===== src/design/first_fit_heap_allocator_top_assert.svh =====
// Assertion macros for the first-fit heap allocator.
// FFHA_ASSERT is gated by the active-low reset; FFHA_ASSERT_ALWAYS is checked in reset too.
`ifndef FIRST_FIT_HEAP_ALLOCATOR_TOP_ASSERT_SVH
`define FIRST_FIT_HEAP_ALLOCATOR_TOP_ASSERT_SVH
`ifndef SYNTHESIS
`define FFHA_ASSERT(lbl, clk, rstn, prop) \
  lbl: assert property (@(posedge clk) disable iff (!rstn) prop) \
    else $error("ffha assertion failed");
`define FFHA_ASSERT_ALWAYS(lbl, clk, prop) \
  lbl: assert property (@(posedge clk) prop) \
    else $error("ffha assertion failed");
`else
`define FFHA_ASSERT(lbl, clk, rstn, prop)
`define FFHA_ASSERT_ALWAYS(lbl, clk, prop)
`endif
`endif


===== src/design/ffha_pkg.sv =====
`timescale 1ns / 1ps
`default_nettype none
package ffha_pkg;

  localparam int MaxSegments  = 64;
  localparam int HeaderBytes  = 12;
  localparam int HeapAddrBits = 20;

  localparam int SegIdxW = (MaxSegments > 1) ? $clog2(MaxSegments) : 1;
  localparam int CntW    = $clog2(MaxSegments + 1);
  localparam int SizeW   = HeapAddrBits;
  localparam int SpanW   = HeapAddrBits + 1;

  localparam int BaseW   = 32;
  localparam int BytesW  = 21;
  localparam int ReqW    = 32;
  localparam int StatusW = 2;
  localparam int CfgDataW = 32;
  localparam int CfgIdxW  = 1;

  localparam logic CmdAlloc = 1'b0;
  localparam logic CmdFree  = 1'b1;

  localparam logic [StatusW-1:0] StatusDone    = 2'd0;
  localparam logic [StatusW-1:0] StatusFail    = 2'd1;
  localparam logic [StatusW-1:0] StatusIgnored = 2'd2;

  localparam logic [CfgIdxW-1:0] CfgHeapBase  = 1'd0;
  localparam logic [CfgIdxW-1:0] CfgHeapBytes = 1'd1;

  localparam logic [BytesW-1:0] HeapBytesReset = BytesW'(1 << 20);

  typedef struct packed {
    logic             used;
    logic [SizeW-1:0] size;
  } entry_t;

  // heap span clamped to the addressable region
  function automatic logic [SpanW-1:0] span_of(input logic [BytesW-1:0] bytes);
    logic [32:0] bx;
    logic [32:0] lim;
    bx  = 33'(bytes);
    lim = 33'(1) << HeapAddrBits;
    return SpanW'((bx > lim) ? lim : bx);
  endfunction

endpackage
`default_nettype wire


===== src/design/ffha_if.sv =====
`timescale 1ns / 1ps
`default_nettype none
interface ffha_req_if;
  logic                     valid;
  logic                     ready;
  logic                     cmd;
  logic [ffha_pkg::ReqW-1:0] request_bytes;
  logic [ffha_pkg::BaseW-1:0] free_addr;

  modport source (output valid, output cmd, output request_bytes, output free_addr,
                  input ready);
  modport sink   (input valid, input cmd, input request_bytes, input free_addr,
                  output ready);
endinterface

interface ffha_rsp_if;
  logic                          valid;
  logic                          ready;
  logic [ffha_pkg::BaseW-1:0]    result_addr;
  logic [ffha_pkg::StatusW-1:0]  status;
  logic [ffha_pkg::BytesW-1:0]   free_bytes;

  modport source (output valid, output result_addr, output status, output free_bytes,
                  input ready);
  modport sink   (input valid, input result_addr, input status, input free_bytes,
                  output ready);
endinterface
`default_nettype wire


===== src/design/ffha_ram.sv =====
`timescale 1ns / 1ps
`default_nettype none
module ffha_ram #(
  parameter int Depth = 64,
  parameter int Width = 21
) (
  input  wire logic                     clk_i,
  input  wire logic                     we_i,
  input  wire logic                     re_i,
  input  wire logic [$clog2(Depth)-1:0] addr_i,
  input  wire logic [Width-1:0]         wdata_i,
  output      logic [Width-1:0]         rdata_o
);

  logic [Width-1:0] mem [Depth];

  always_ff @(posedge clk_i) begin
    if (we_i) begin
      mem[addr_i] <= wdata_i;
    end
    if (re_i) begin
      rdata_o <= mem[addr_i];
    end
  end

endmodule
`default_nettype wire


===== src/design/first_fit_heap_allocator_top.sv =====
`timescale 1ns / 1ps
`default_nettype none
// First-fit heap allocator: the segment table lives in one single-port RAM with a
// registered read, and each request walks it one entry at a time (read, then
// check). An allocate that lands on a free segment marks it used; on a split it
// first moves later entries up and writes the remainder as a new segment. A free
// also reads the next entry unless it hit the last segment, and moves later
// entries down on a merge; a request that misses every segment walks the whole
// table. A finished result waits while the previous one is held by the receiver.
// All table accesses share the single RAM port. After reset the ST_INIT state
// writes the first segment before the first request is taken; config writes rebuild
// the table at once and must be issued only while the block is idle.
module first_fit_heap_allocator_top (
  input  wire logic                           clk_i,
  input  wire logic                           rst_ni,
  input  wire logic                           cfg_we_i,
  input  wire logic [ffha_pkg::CfgIdxW-1:0]   cfg_idx_i,
  input  wire logic [ffha_pkg::CfgDataW-1:0]  cfg_wdata_i,
  ffha_req_if.sink                            req_i,
  ffha_rsp_if.source                          rsp_o
);

  typedef enum logic [3:0] {
    ST_INIT, ST_IDLE, ST_RD, ST_CHK, ST_NEXT_RD, ST_NEXT_CHK, ST_MERGE,
    ST_SHDN_RD, ST_SHDN_WR, ST_SHUP_RD, ST_SHUP_WR, ST_SPLIT_WR, ST_LO_WR, ST_FINISH
  } state_e;

  localparam int CntW  = ffha_pkg::CntW;
  localparam int SizeW = ffha_pkg::SizeW;
  localparam int SpanW = ffha_pkg::SpanW;
  localparam int SegW  = ffha_pkg::SegIdxW;

  state_e                        state_q;
  logic [ffha_pkg::BaseW-1:0]    base_q;
  logic [ffha_pkg::BytesW-1:0]   bytes_q;
  logic [CntW-1:0]               count_q;
  logic [SpanW-1:0]              free_q;
  logic                          cmd_q;
  logic [32:0]                   want_q;
  logic [ffha_pkg::BaseW-1:0]    addr_q;
  logic [CntW-1:0]               idx_q;
  logic [CntW-1:0]               k_q;
  logic [1:0]                    r_q;
  logic [SpanW-1:0]              offset_q;
  ffha_pkg::entry_t              prev_q;
  logic                          prev_valid_q;
  ffha_pkg::entry_t              next_q;
  logic                          next_valid_q;
  logic [SizeW-1:0]              hit_q;
  logic [SizeW-1:0]              rem_q;
  logic [SizeW-1:0]              lo_q;
  logic [ffha_pkg::BaseW-1:0]    res_addr_q;
  logic [ffha_pkg::StatusW-1:0]  res_status_q;
  logic                          rsp_valid_q;
  logic [ffha_pkg::BaseW-1:0]    rsp_addr_q;
  logic [ffha_pkg::StatusW-1:0]  rsp_status_q;
  logic [ffha_pkg::BytesW-1:0]   rsp_free_q;

  logic                          ram_we;
  logic                          ram_re;
  logic [SegW-1:0]               ram_addr;
  ffha_pkg::entry_t              ram_wdata;
  ffha_pkg::entry_t              ram_rdata;

  ffha_ram #(
    .Depth (ffha_pkg::MaxSegments),
    .Width ($bits(ffha_pkg::entry_t))
  ) u_ram (
    .clk_i   (clk_i),
    .we_i    (ram_we),
    .re_i    (ram_re),
    .addr_i  (ram_addr),
    .wdata_i (ram_wdata),
    .rdata_o (ram_rdata)
  );

  // config rebuild values
  logic [ffha_pkg::BaseW-1:0]  cfg_base;
  logic [ffha_pkg::BytesW-1:0] cfg_bytes;
  logic [SpanW-1:0]            cfg_span;
  logic                        cfg_fits;
  logic [SizeW-1:0]            cfg_size0;
  logic [SpanW-1:0]            rst_span;
  logic [SizeW-1:0]            init_size0;

  always_comb begin
    cfg_base  = base_q;
    cfg_bytes = bytes_q;
    if (cfg_idx_i == ffha_pkg::CfgHeapBase) begin
      cfg_base = cfg_wdata_i[ffha_pkg::BaseW-1:0];
    end else begin
      cfg_bytes = cfg_wdata_i[ffha_pkg::BytesW-1:0];
    end
    cfg_span  = ffha_pkg::span_of(cfg_bytes);
    cfg_fits  = cfg_span >= SpanW'(ffha_pkg::HeaderBytes);
    cfg_size0 = SizeW'(cfg_span - SpanW'(ffha_pkg::HeaderBytes));
    rst_span   = ffha_pkg::span_of(bytes_q);
    init_size0 = SizeW'(rst_span - SpanW'(ffha_pkg::HeaderBytes));
  end

  // scan evaluation
  logic [ffha_pkg::BaseW-1:0] payload;
  logic [33:0]                size_x;
  logic                       alloc_hit;
  logic                       split;
  logic                       free_hit;
  logic                       last_entry;
  logic [SpanW-1:0]           offset_next;

  always_comb begin
    payload = base_q + ffha_pkg::BaseW'(offset_q) + ffha_pkg::BaseW'(ffha_pkg::HeaderBytes);
    size_x  = 34'(ram_rdata.size);
    alloc_hit = !ram_rdata.used && (size_x >= 34'(want_q));
    split = (size_x > 34'(want_q) + 34'(ffha_pkg::HeaderBytes + 4))
            && (count_q < CntW'(ffha_pkg::MaxSegments));
    free_hit = ram_rdata.used && (payload == addr_q);
    last_entry = (idx_q + CntW'(1)) >= count_q;
    offset_next = offset_q + SpanW'(ram_rdata.size) + SpanW'(ffha_pkg::HeaderBytes);
  end

  // merge of a freed segment with free neighbors
  logic             pf;
  logic             nf;
  logic [CntW-1:0]  merge_j;
  logic [SizeW-1:0] merge_size;
  logic [1:0]       merge_r;
  logic [CntW:0]    shdn_src;

  always_comb begin
    pf = prev_valid_q && !prev_q.used;
    nf = next_valid_q && !next_q.used;
    merge_j = pf ? idx_q - CntW'(1) : idx_q;
    merge_r = {1'b0, pf} + {1'b0, nf};
    merge_size = hit_q
               + (pf ? prev_q.size + SizeW'(ffha_pkg::HeaderBytes) : '0)
               + (nf ? next_q.size + SizeW'(ffha_pkg::HeaderBytes) : '0);
    shdn_src = (CntW+1)'(k_q) + (CntW+1)'(r_q);
  end

  always_comb begin
    ram_we    = 1'b0;
    ram_re    = 1'b0;
    ram_addr  = '0;
    ram_wdata = '0;
    if (cfg_we_i) begin
      ram_we    = 1'b1;
      ram_wdata = '{used: 1'b0, size: cfg_size0};
    end else begin
      unique case (state_q)
        ST_INIT: begin
          ram_we    = 1'b1;
          ram_wdata = '{used: 1'b0, size: init_size0};
        end
        ST_RD: begin
          ram_re   = 1'b1;
          ram_addr = SegW'(idx_q);
        end
        ST_NEXT_RD: begin
          ram_re   = 1'b1;
          ram_addr = SegW'(idx_q + CntW'(1));
        end
        ST_MERGE: begin
          ram_we    = 1'b1;
          ram_addr  = SegW'(merge_j);
          ram_wdata = '{used: 1'b0, size: merge_size};
        end
        ST_SHDN_RD: begin
          ram_re   = 1'b1;
          ram_addr = SegW'(shdn_src);
        end
        ST_SHDN_WR, ST_SHUP_WR: begin
          ram_we    = 1'b1;
          ram_addr  = SegW'(k_q);
          ram_wdata = ram_rdata;
        end
        ST_SHUP_RD: begin
          ram_re   = 1'b1;
          ram_addr = SegW'(k_q - CntW'(1));
        end
        ST_SPLIT_WR: begin
          ram_we    = 1'b1;
          ram_addr  = SegW'(idx_q + CntW'(1));
          ram_wdata = '{used: 1'b0, size: rem_q};
        end
        ST_LO_WR: begin
          ram_we    = 1'b1;
          ram_addr  = SegW'(idx_q);
          ram_wdata = '{used: 1'b1, size: lo_q};
        end
        default: begin
        end
      endcase
    end
  end

  // a new result replaces the one that leaves in the same cycle
  logic rsp_load;
  assign rsp_load = !cfg_we_i && (state_q == ST_FINISH) && (!rsp_valid_q || rsp_o.ready);

  assign req_i.ready       = (state_q == ST_IDLE) && !cfg_we_i;
  assign rsp_o.valid       = rsp_valid_q;
  assign rsp_o.result_addr = rsp_addr_q;
  assign rsp_o.status      = rsp_status_q;
  assign rsp_o.free_bytes  = rsp_free_q;

  always_ff @(posedge clk_i or negedge rst_ni) begin
    if (!rst_ni) begin
      state_q      <= ST_INIT;
      base_q       <= '0;
      bytes_q      <= ffha_pkg::HeapBytesReset;
      count_q      <= '0;
      free_q       <= '0;
      rsp_valid_q  <= 1'b0;
      idx_q        <= '0;
      k_q          <= '0;
      r_q          <= '0;
      prev_valid_q <= 1'b0;
      next_valid_q <= 1'b0;
    end else begin
      if (rsp_valid_q && rsp_o.ready && !rsp_load) begin
        rsp_valid_q <= 1'b0;
      end
      if (cfg_we_i) begin
        base_q  <= cfg_base;
        bytes_q <= cfg_bytes;
        count_q <= cfg_fits ? CntW'(1) : '0;
        free_q  <= cfg_fits ? SpanW'(cfg_size0) : '0;
        if (state_q == ST_INIT) begin
          state_q <= ST_IDLE;
        end
      end else begin
        unique case (state_q)
          ST_INIT: begin
            if (rst_span >= SpanW'(ffha_pkg::HeaderBytes)) begin
              count_q <= CntW'(1);
              free_q  <= SpanW'(init_size0);
            end
            state_q <= ST_IDLE;
          end
          ST_IDLE: begin
            if (req_i.valid) begin
              cmd_q        <= req_i.cmd;
              want_q       <= (33'(req_i.request_bytes) + 33'd3) & ~33'd3;
              addr_q       <= req_i.free_addr;
              idx_q        <= '0;
              offset_q     <= '0;
              prev_valid_q <= 1'b0;
              next_valid_q <= 1'b0;
              res_addr_q   <= '0;
              if (count_q == '0) begin
                res_status_q <= (req_i.cmd == ffha_pkg::CmdFree) ?
                                ffha_pkg::StatusIgnored : ffha_pkg::StatusFail;
                state_q <= ST_FINISH;
              end else if (req_i.cmd == ffha_pkg::CmdAlloc && req_i.request_bytes == '0) begin
                res_status_q <= ffha_pkg::StatusFail;
                state_q <= ST_FINISH;
              end else begin
                state_q <= ST_RD;
              end
            end
          end
          ST_RD: begin
            state_q <= ST_CHK;
          end
          ST_CHK: begin
            if (cmd_q == ffha_pkg::CmdAlloc && alloc_hit) begin
              res_addr_q   <= payload;
              res_status_q <= ffha_pkg::StatusDone;
              if (split) begin
                lo_q    <= SizeW'(want_q);
                rem_q   <= SizeW'(34'(ram_rdata.size) - 34'(want_q)
                                  - 34'(ffha_pkg::HeaderBytes));
                free_q  <= free_q - SpanW'(want_q) - SpanW'(ffha_pkg::HeaderBytes);
                count_q <= count_q + CntW'(1);
                k_q     <= count_q;
                state_q <= (count_q > idx_q + CntW'(1)) ? ST_SHUP_RD : ST_SPLIT_WR;
              end else begin
                lo_q    <= ram_rdata.size;
                free_q  <= free_q - SpanW'(ram_rdata.size);
                state_q <= ST_LO_WR;
              end
            end else if (cmd_q == ffha_pkg::CmdFree && free_hit) begin
              res_status_q <= ffha_pkg::StatusDone;
              hit_q   <= ram_rdata.size;
              free_q  <= free_q + SpanW'(ram_rdata.size);
              state_q <= last_entry ? ST_MERGE : ST_NEXT_RD;
            end else begin
              prev_q       <= ram_rdata;
              prev_valid_q <= 1'b1;
              offset_q     <= offset_next;
              idx_q        <= idx_q + CntW'(1);
              if (last_entry) begin
                res_status_q <= (cmd_q == ffha_pkg::CmdFree) ?
                                ffha_pkg::StatusIgnored : ffha_pkg::StatusFail;
                res_addr_q   <= '0;
                state_q      <= ST_FINISH;
              end else begin
                state_q <= ST_RD;
              end
            end
          end
          ST_NEXT_RD: begin
            state_q <= ST_NEXT_CHK;
          end
          ST_NEXT_CHK: begin
            next_q       <= ram_rdata;
            next_valid_q <= 1'b1;
            state_q      <= ST_MERGE;
          end
          ST_MERGE: begin
            free_q <= free_q + (pf ? SpanW'(ffha_pkg::HeaderBytes) : '0)
                             + (nf ? SpanW'(ffha_pkg::HeaderBytes) : '0);
            k_q <= merge_j + CntW'(1);
            r_q <= merge_r;
            if (merge_r == 2'd0) begin
              state_q <= ST_FINISH;
            end else if ((CntW+1)'(merge_j) + (CntW+1)'(1) + (CntW+1)'(merge_r)
                         < (CntW+1)'(count_q)) begin
              state_q <= ST_SHDN_RD;
            end else begin
              count_q <= count_q - CntW'(merge_r);
              state_q <= ST_FINISH;
            end
          end
          ST_SHDN_RD: begin
            state_q <= ST_SHDN_WR;
          end
          ST_SHDN_WR: begin
            k_q <= k_q + CntW'(1);
            if (shdn_src + (CntW+1)'(1) < (CntW+1)'(count_q)) begin
              state_q <= ST_SHDN_RD;
            end else begin
              count_q <= count_q - CntW'(r_q);
              state_q <= ST_FINISH;
            end
          end
          ST_SHUP_RD: begin
            state_q <= ST_SHUP_WR;
          end
          ST_SHUP_WR: begin
            k_q     <= k_q - CntW'(1);
            state_q <= (k_q - CntW'(1) > idx_q + CntW'(1)) ? ST_SHUP_RD : ST_SPLIT_WR;
          end
          ST_SPLIT_WR: begin
            state_q <= ST_LO_WR;
          end
          ST_LO_WR: begin
            state_q <= ST_FINISH;
          end
          ST_FINISH: begin
            if (rsp_load) begin
              rsp_valid_q  <= 1'b1;
              rsp_addr_q   <= res_addr_q;
              rsp_status_q <= res_status_q;
              rsp_free_q   <= ffha_pkg::BytesW'(free_q);
              state_q      <= ST_IDLE;
            end
          end
          default: begin
            state_q <= ST_IDLE;
          end
        endcase
      end
    end
  end

`include "first_fit_heap_allocator_top_assert.svh"

  `FFHA_ASSERT(a_count_max, clk_i, rst_ni, count_q <= CntW'(ffha_pkg::MaxSegments))
  `FFHA_ASSERT(a_rsp_from_finish, clk_i, rst_ni, $rose(rsp_valid_q) |-> $past(state_q == ST_FINISH))
  `FFHA_ASSERT(a_free_bound, clk_i, rst_ni, (state_q == ST_IDLE) |-> (free_q <= SpanW'(bytes_q)))
  `FFHA_ASSERT_ALWAYS(a_no_req_in_reset, clk_i, !rst_ni |-> !req_i.ready)

endmodule
`default_nettype wire


===== src/flat_wrapper.sv =====
// flat-port wrapper written by rule: the top's interface ports become plain ports
module first_fit_heap_allocator_top_flat 
  (clk_i, rst_ni, cfg_we_i, cfg_idx_i, cfg_wdata_i, req_i_valid, req_i_cmd, req_i_request_bytes, req_i_free_addr, req_i_ready, rsp_o_valid, rsp_o_result_addr, rsp_o_status, rsp_o_free_bytes, rsp_o_ready);
  ffha_req_if req_i_i ();
  ffha_rsp_if rsp_o_i ();
  input  wire logic clk_i;
  input  wire logic rst_ni;
  input  wire logic cfg_we_i;
  input  wire logic [ffha_pkg::CfgIdxW-1:0] cfg_idx_i;
  input  wire logic [ffha_pkg::CfgDataW-1:0] cfg_wdata_i;
  input wire logic [$bits(req_i_i.valid)-1:0] req_i_valid;
  input wire logic [$bits(req_i_i.cmd)-1:0] req_i_cmd;
  input wire logic [$bits(req_i_i.request_bytes)-1:0] req_i_request_bytes;
  input wire logic [$bits(req_i_i.free_addr)-1:0] req_i_free_addr;
  output wire logic [$bits(req_i_i.ready)-1:0] req_i_ready;
  output wire logic [$bits(rsp_o_i.valid)-1:0] rsp_o_valid;
  output wire logic [$bits(rsp_o_i.result_addr)-1:0] rsp_o_result_addr;
  output wire logic [$bits(rsp_o_i.status)-1:0] rsp_o_status;
  output wire logic [$bits(rsp_o_i.free_bytes)-1:0] rsp_o_free_bytes;
  input wire logic [$bits(rsp_o_i.ready)-1:0] rsp_o_ready;
  assign req_i_i.valid = req_i_valid;
  assign req_i_i.cmd = req_i_cmd;
  assign req_i_i.request_bytes = req_i_request_bytes;
  assign req_i_i.free_addr = req_i_free_addr;
  assign req_i_ready = req_i_i.ready;
  assign rsp_o_valid = rsp_o_i.valid;
  assign rsp_o_result_addr = rsp_o_i.result_addr;
  assign rsp_o_status = rsp_o_i.status;
  assign rsp_o_free_bytes = rsp_o_i.free_bytes;
  assign rsp_o_i.ready = rsp_o_ready;
  first_fit_heap_allocator_top u_core (.clk_i(clk_i), .rst_ni(rst_ni), .cfg_we_i(cfg_we_i), .cfg_idx_i(cfg_idx_i), .cfg_wdata_i(cfg_wdata_i), .req_i(req_i_i), .rsp_o(rsp_o_i));
endmodule

===== config.mk =====
export PLATFORM = sky130hd
export DESIGN_NAME = first_fit_heap_allocator_top_flat
export DESIGN_NICKNAME = d
export VERILOG_FILES = /design/src/design/ffha_pkg.sv /design/src/design/ffha_if.sv /design/src/design/ffha_ram.sv /design/src/design/first_fit_heap_allocator_top.sv /design/src/flat_wrapper.sv
export VERILOG_INCLUDE_DIRS = /design/src /design/src/design
export SDC_FILE = /design/constraint.sdc
export NUM_CORES = 2
export LEC_CHECK = 0
export ABC_CLOCK_PERIOD_IN_PS = 7900
export BUFFER_PORTS_ARGS = -buffer_cell sky130_fd_sc_hd__buf_2
export CAP_MARGIN = 20
export CORE_UTILIZATION = 55
export DETAILED_ROUTE_END_ITERATION = 12
export GPL_ROUTABILITY_DRIVEN = 0
export HOLD_SLACK_MARGIN = 0.06
export PLACE_DENSITY = 0.75
export SLEW_MARGIN = 0
export SYNTH_ARGS = -nofsm -noshare
export SYNTH_HDL_FRONTEND = slang
export SYNTH_SLANG_ARGS = --single-unit

===== constraint.sdc =====
create_clock -name clk_i -period 7.9 [get_ports clk_i]
set_input_delay 1.58 -clock clk_i [delete_from_list [all_inputs] [get_ports clk_i]]
set_output_delay 1.58 -clock clk_i [all_outputs]
set_load 0.01 [all_outputs]

# Word level (Yosys, flattened, before mapping)
# Memories as Yosys holds them, arrays and structs flattened. A register that Yosys moved wholly into a read port is not among the register bits.
# Index checks and enable logic that the tools add are counted.
[op_classes]
n_addsub = 33
multipliers = 0
div_mod_pow = 0
magnitude_cmp = 12
eq_ne = 33
n_shift = 0
muxes = 86
n_bitwise = 6
reduce_logical = 52
[op_table]
columns = ["operator", "n"]
rows = [
  ["21-bit 2-to-1 mux", 12],
  ["32-bit 2-to-1 mux", 4],
  ["21-bit case mux with 5 select lines", 1],
  ["7-bit 2-to-1 mux", 13],
  ["20-bit 2-to-1 mux", 4],
  ["32-bit case mux with 2 select lines", 1],
  ["21-bit case mux with 3 select lines", 1],
  ["4-bit 2-to-1 mux", 15],
  ["20-bit by 4-bit subtractor with 20-bit output (second input constant)", 3],
  ["7-bit case mux with 4 select lines", 2],
  ["4-bit case mux with 13 select lines", 1],
  ["21-bit by 20-bit adder with 21-bit output", 2],
  ["21-bit adder", 2],
  ["21-bit by 4-bit greater-or-equal comparator with 1-bit output (second input constant)", 2],
  ["21-bit > comparator (second input constant)", 2],
  ["21-bit case mux with 2 select lines", 1],
  ["20-bit adder", 2],
  ["20-bit by 4-bit adder with 20-bit output (second input constant)", 2],
  ["6-bit case mux with 6 select lines", 1],
  ["33-bit by 5-bit adder with 34-bit output (second input constant)", 1],
  ["20-bit by 34-bit > comparator with 1-bit output", 1],
  ["32-bit by 2-bit adder with 33-bit output (second input constant)", 1],
  ["20-bit by 33-bit greater-or-equal comparator with 1-bit output", 1],
  ["32-bit by 21-bit adder with 32-bit output", 1],
  ["other kinds (56)", 146],
]
[totals]
register_bits = 380
latch_bits = 0
ram_bits = 1344
romBits = 0
mem_count = 1
[memory_table]
columns = ["name", "words", "word_bits", "rd", "rd_clocked_by_memory_dff", "write_ports", "line_no", "source"]
rows = [
  ["u_core.u_ram.mem", 64, 21, 1, 1, 1, "ffha_ram.sv:15", "logic [Width-1:0] mem [Depth];"],
]

# Depth between registers and ports, before layout
[depth]
word_depth = 10
ltp_mapped = 20

# Modules after synthesis
# A second synthesis with hierarchy kept.
[hier_totals]
hier_cells = 6384
area_unflattened_um2 = 83058.4
[modules_own_cells]
columns = ["module", "instances", "cells_per_inst", "area_each_um2", "seq_area_each_um2"]
rows = [
  ["ffha_ram", 1, 3016, 52031.2, 40989.3],
  ["first_fit_heap_allocator_top", 1, 3368, 31027.3, 10891.7],
]

# Worst setup path before layout
# Ideal clock, no wire load.
[synth_path]
path_kind = "in2reg"
startpoint = "input cfg_we_i"
endpoint = "register u_core.rsp_free_q, in the netlist u_core.rsp_o.free_bytes[0], enable pin"
setup_ns = 0.547
arrival_time_ns = 6.693
path_slack_ns = 0.660
stages = 6
path_cell_list = "clkbuf_1 inv_1 clkbuf_1 clkbuf_1 nand2_1 nor3b_1"
[synth_between]
elab_chain_cells = 4
word_cells_on_any_way = 5
classes_between = "bitwise: 1; reduce/logical: 4"
[synth_lines]
columns = ["element", "line_no", "source"]
rows = [
  ["start, declared", "flat_wrapper.sv:8", "input wire logic cfg_we_i;"],
  ["1-bit logical NOT", "first_fit_heap_allocator_top.sv:198", "assign rsp_load = !cfg_we_i && (state_q == ST_FINISH) && (!rsp_valid_q || rsp_o.ready);"],
  ["1-bit logical AND (2 in a row)", "first_fit_heap_allocator_top.sv:198", ""],
  ["4-bit AND reduction (no source line) *", "-", ""],
  ["end signal, assigned", "first_fit_heap_allocator_top.sv:355", "rsp_free_q <= ffha_pkg::BytesW'(free_q);"],
  ["end, declared", "first_fit_heap_allocator_top.sv:57", "logic [ffha_pkg::BytesW-1:0] rsp_free_q;"],
]
# Every way passes the cells marked *; elsewhere a longest branch is shown, timed or not.
# A chain may end at the register's enable or synchronous reset.

# Worst setup path after layout
[layout_path]
startpoint = "register u_core.want_q[6]"
endpoint = "register u_core.k_q[5]"
[layout_between]
elab_chain_cells = 5
word_cells_on_any_way = 9
classes_between = "add/sub: 1; order compare: 2; eq/ne: 2; reduce/logical: 4"
[layout_lines]
columns = ["element", "line_no", "source"]
rows = [
  ["start, declared", "first_fit_heap_allocator_top.sv:39", "logic [32:0] want_q;"],
  ["start signal, assigned", "first_fit_heap_allocator_top.sv:243", "want_q <= (33'(req_i.request_bytes) + 33'd3) & ~33'd3;"],
  ["33-bit by 5-bit adder with 34-bit output or 20-bit by 33-bit greater-or-equal comparator with 1-bit output (tied branches)", "first_fit_heap_allocator_top.sv:114, first_fit_heap_allocator_top.sv:113", ""],
  ["20-bit by 34-bit > comparator with 1-bit output or 1-bit logical AND (tied branches)", "first_fit_heap_allocator_top.sv:114, first_fit_heap_allocator_top.sv:113", ""],
  ["1-bit logical AND, on equally long branches", "first_fit_heap_allocator_top.sv:115, first_fit_heap_allocator_top.sv:266", ""],
  ["2-bit by 1-bit != test with 1-bit output (no source line)", "-", ""],
  ["4-bit AND reduction (no source line) *", "-", ""],
  ["end signal, assigned", "first_fit_heap_allocator_top.sv:275", "k_q <= count_q;"],
  ["end signal, assigned", "first_fit_heap_allocator_top.sv:313", "k_q <= merge_j + CntW'(1);"],
  ["end signal, assigned", "first_fit_heap_allocator_top.sv:329", "k_q <= k_q + CntW'(1);"],
  ["end, declared", "first_fit_heap_allocator_top.sv:42", "logic [CntW-1:0] k_q;"],
]
# Marks and branches as above.

==> results_dict.tcl <==
set metrics [dict create \
    outcome "finished, violations left" \
    violations "design-rule violations" \
    antenna_found_initial 11 \
    dpl.hpwl_um 165000 \
    synth.ff_latch_count 1745 \
    maxSlewHeadroom 0.195 \
    ir_drop_uv 262 \
    power.switching_mw 10.9 \
    drc 4 \
    worst_pin_slew_ns 1.20 \
    reg2reg_slack_ns 1.47 \
    cts_resized 0 \
    layout-drive-gt1-share 0.122 \
    cp_common_cell "nand3_1" \
    io_buffers 159 \
    cts_tree "yes" \
    finalCriticalPeriod_ns 6.43 \
    cp-startpoint "u_core.want_q[6]" \
    cp-end-kind "register" \
    clkTransAtPathRegs_ns 0.06 \
    seq_area_frac_synth 0.634 \
    postSynthAreaPerCell_sq_um 12.8 \
    hold_class "reg2reg" \
    post_dp_cell_area_sq_um 86000 \
    fin_tns_setup_ns 0 \
    grt_pass1_wl_um 374000 \
    cts_setup_buffers 0 \
    r2r-end "u_core.k_q[5]" \
    cts.sinks 1745 \
    hold-path-cell-count 0 \
    internal_power_mw 18.9 \
    nNetsFinal 7010 \
    firstDrtPassIters 12 \
    routed_via_density 6.91 \
    yosys_warnings 0 \
    pwr-share-clk 0.273 \
    path_buf_inv 2 \
    fmax_ghz 0.156 \
    regToRegStartpoint "u_core.want_q[6]" \
    reg2regPathDepth 19 \
    cts_buffer_depth 3 \
    gr-total-overflow 0 \
    total_power_mw 29.8 \
    core_area_sq_um 148000 \
    critPathCapture "u_core.k_q[5]" \
    fin_cells 8658 \
    finalWirelength_um 260000 \
    synth-main-ff-cell "edfxtp_1" \
    placed_cells 8337 \
    setup_viol 0 \
    syn-num-nets 6799 \
    cts_hold_buffers 0 \
    yosysUniqueCellTypes 96 \
    drt_iter0_drc 9492 \
    drv_cap 0 \
    pin_count 160 \
    root_buffer "clkbuf_16" \
    areaGrowthSynthToFinish_pct 12.0 \
    htreeDepth 4 \
    slowest_stage "nor4_1" \
    finalHoldViolCount 0 \
    syn_area_sq_um 81800 \
    synth_edf_count 1641 \
    finalClockSkew_ns 0.0734 \
    cts_buffers 173 \
    grt_max_degree 85 \
    p_leak_nw 32.5 \
    crit_family "simple AND/OR/NAND/NOR gates" \
    die_w_um 388 \
    die_y_um 388 \
    startpoint_type "register" \
    fp-row-count 141 \
    grt_usage 0.338 \
    power_density_nw_per_um2 325 \
    cp_cell_sequence "and3_1 -> nand3_1 -> nor4_1 -> nand3_1 -> xnor2_1 -> ha_1 -> nand3_1 -> nor4_1 -> o211ai_1 -> a211oi_1 -> nand4_1 -> nor4bb_4 -> buf_4 -> and2_1 -> nand2_1 -> a21oi_1 -> buf_4 -> nand2_1 -> a22o_1" \
    crit_cells 19 \
    cp_slowest_stage_delay_ns 0.69 \
    drv_slew 0 \
    synthArstFlopShare 0.0596 \
    seqPwrFrac 0.388 \
    min_period_over_period 0.814 \
    pwr-share-comb 0.339 \
    dr_total_vias 59900 \
    syn_inst 6372 \
    wl_per_cell_um 30.0 \
    rsz0062_at_grt "no" \
    worst_ep_required_time_ns 8.56 \
    cp_max_fo 33 \
    antenna_left 0 \
    design_area_sq_um 91700 \
    cp.arrival_ns 7.09 \
    die_area_sq_um 150000 \
    grt_pass1_vias 56700 \
    worstSetupPathType "reg2reg" \
    start_util 0.554 \
    switching_share 0.367 \
    clock_latency_ns 0.83 \
]
[cells in the final DEF (no fill, tap or decap), drive strengths merged, types with 220 or more instances in the layout]
cell    netlist  routed
o21ai       329     329
clkbuf      261     220
a22oi       304     304
inv         279     282
buf          72     369
a21oi       346     346
ha          292     292
nor2        343     343
edfxtp     1641    1641
nand2       569     569
[flip-flops by register name (all words and copies together), names as in the netlist, 21 cells and up]
register                  cells
u_core.prev_q                21
u_core.free_q                21
u_core.want_q                31
u_core.bytes_q               21
u_core.u_ram.rdata_o         21
u_core.addr_q                32
u_core.base_q                32
u_core.res_addr_q            32
u_core.rsp_o.free_bytes      21
u_core.rsp_o.result_addr     32
u_core.next_q                21
u_core.offset_q              21
u_core.u_ram.mem           1344
[worst min path at each step]
stage	endpoint	slack, ns	from
floorplan	u_core.rsp_o.result_addr[0]	0.40	u_core.res_addr_q[0]
global placement	u_core.rsp_o.result_addr[12]	0.40	u_core.res_addr_q[12]
detailed placement	u_core.rsp_o.result_addr[13]	0.40	u_core.res_addr_q[13]
CTS	u_core.rsp_o.result_addr[0]	0.40	u_core.res_addr_q[0]
global route	u_core.rsp_o.result_addr[0]	0.40	u_core.res_addr_q[0]
finish	u_core.rsp_o.result_addr[0]	0.40	u_core.res_addr_q[0]
[stage by stage]
step | setup WS, ns | util | hold WS [ns]
after global routing | 1.22 | 0.621 | 0.404
after global placement | 1.87 | 0.582 | 0.401
after CTS | 1.71 | 0.620 | 0.397
after detailed placement | 1.74 | 0.583 | 0.405
after floorplan | 0.660 | - | 0.400
final | 1.47 | 0.621 | 0.398
[power groups by stage]
stage          Clock [mW]  Sequential, mW  Combinational, mW
2_1_floorplan           0            11.6               6.16
3_3_place_gp            0            11.7               9.42
3_5_place_dp            0            11.7               9.65
4_1_cts              8.16            11.5               9.73
5_1_grt              8.52            11.6               10.6
6_report             8.14            11.6               10.1
[layer usage]
layer | GRT usage | share of wire
met1 | 0.440 | 0.35
met2 | 0.517 | 0.44
met3 | 0.0880 | 0.14
met4 | 0.186 | 0.064
met5 | 0 | 0.00016
[cell families (layout without fill, tap and decap cells)]
group,count (synthesis),count (layout),synth area share
adder cells (fa/ha/maj),324,324,0.0525
multiplexers,151,151,0.0194
AO/OA/AOI/OAI,1724,1724,0.146
flip-flops,1745,1745,0.634
XOR/XNOR,280,280,0.0319
AND/OR/NAND/NOR,1534,1534,0.0875
other,0,6,0
buffers and inverters,614,964,0.0290
[final cells by class]
| class | instances | area (sq um) |
|---|---|---|
| fillers | 10800 | 56000 |
| flip-flops and latches | 1745 | 51900 |
| multi-input cells | 4013 | 28200 |
| clock buffers | 220 | 4650 |
| repair buffers | 369 | 2520 |
| well taps | 1930 | 2410 |
| inverters | 281 | 1050 |
| clock inverters | 94 | 938 |
| diodes | 6 | 15.0 |
[cells in the mapped netlist, types with 52 or more instances]
master,count,area [sq um]
nand3_1,135,676
a222oi_1,52,521
nor3_1,109,546
nor2_1,343,1290
mux2_2,57,642
clkbuf_1,261,980
a31oi_1,56,350
ha_1,292,3650
edfxtp_1,1641,49300
inv_1,279,1050
xnor2_1,191,1670
a22o_1,59,517
dfrtp_1,103,2580
nand2_1,569,2140
nand4_1,75,469
a22oi_1,304,2280
o21ai_0,323,1620
a221oi_1,148,1300
a21oi_1,345,1730
mux2i_1,91,911
xor2_1,78,683
[worst reg2reg max path, cell delays in order (launching register included)]
cell and delay, ns:
edfxtp_1 0.59, and3_1 0.39, nand3_1 0.29, nor4_1 0.48
nand3_1 0.16, xnor2_1 0.15, ha_1 0.29, nand3_1 0.13
nor4_1 0.69, o211ai_1 0.34, a211oi_1 0.30, nand4_1 0.20
nor4bb_4 0.29, buf_4 0.41, and2_1 0.53, nand2_1 0.32
a21oi_1 0.23, buf_4 0.20, nand2_1 0.08, a22o_1 0.23
Power figures use the tool's default switching activity.
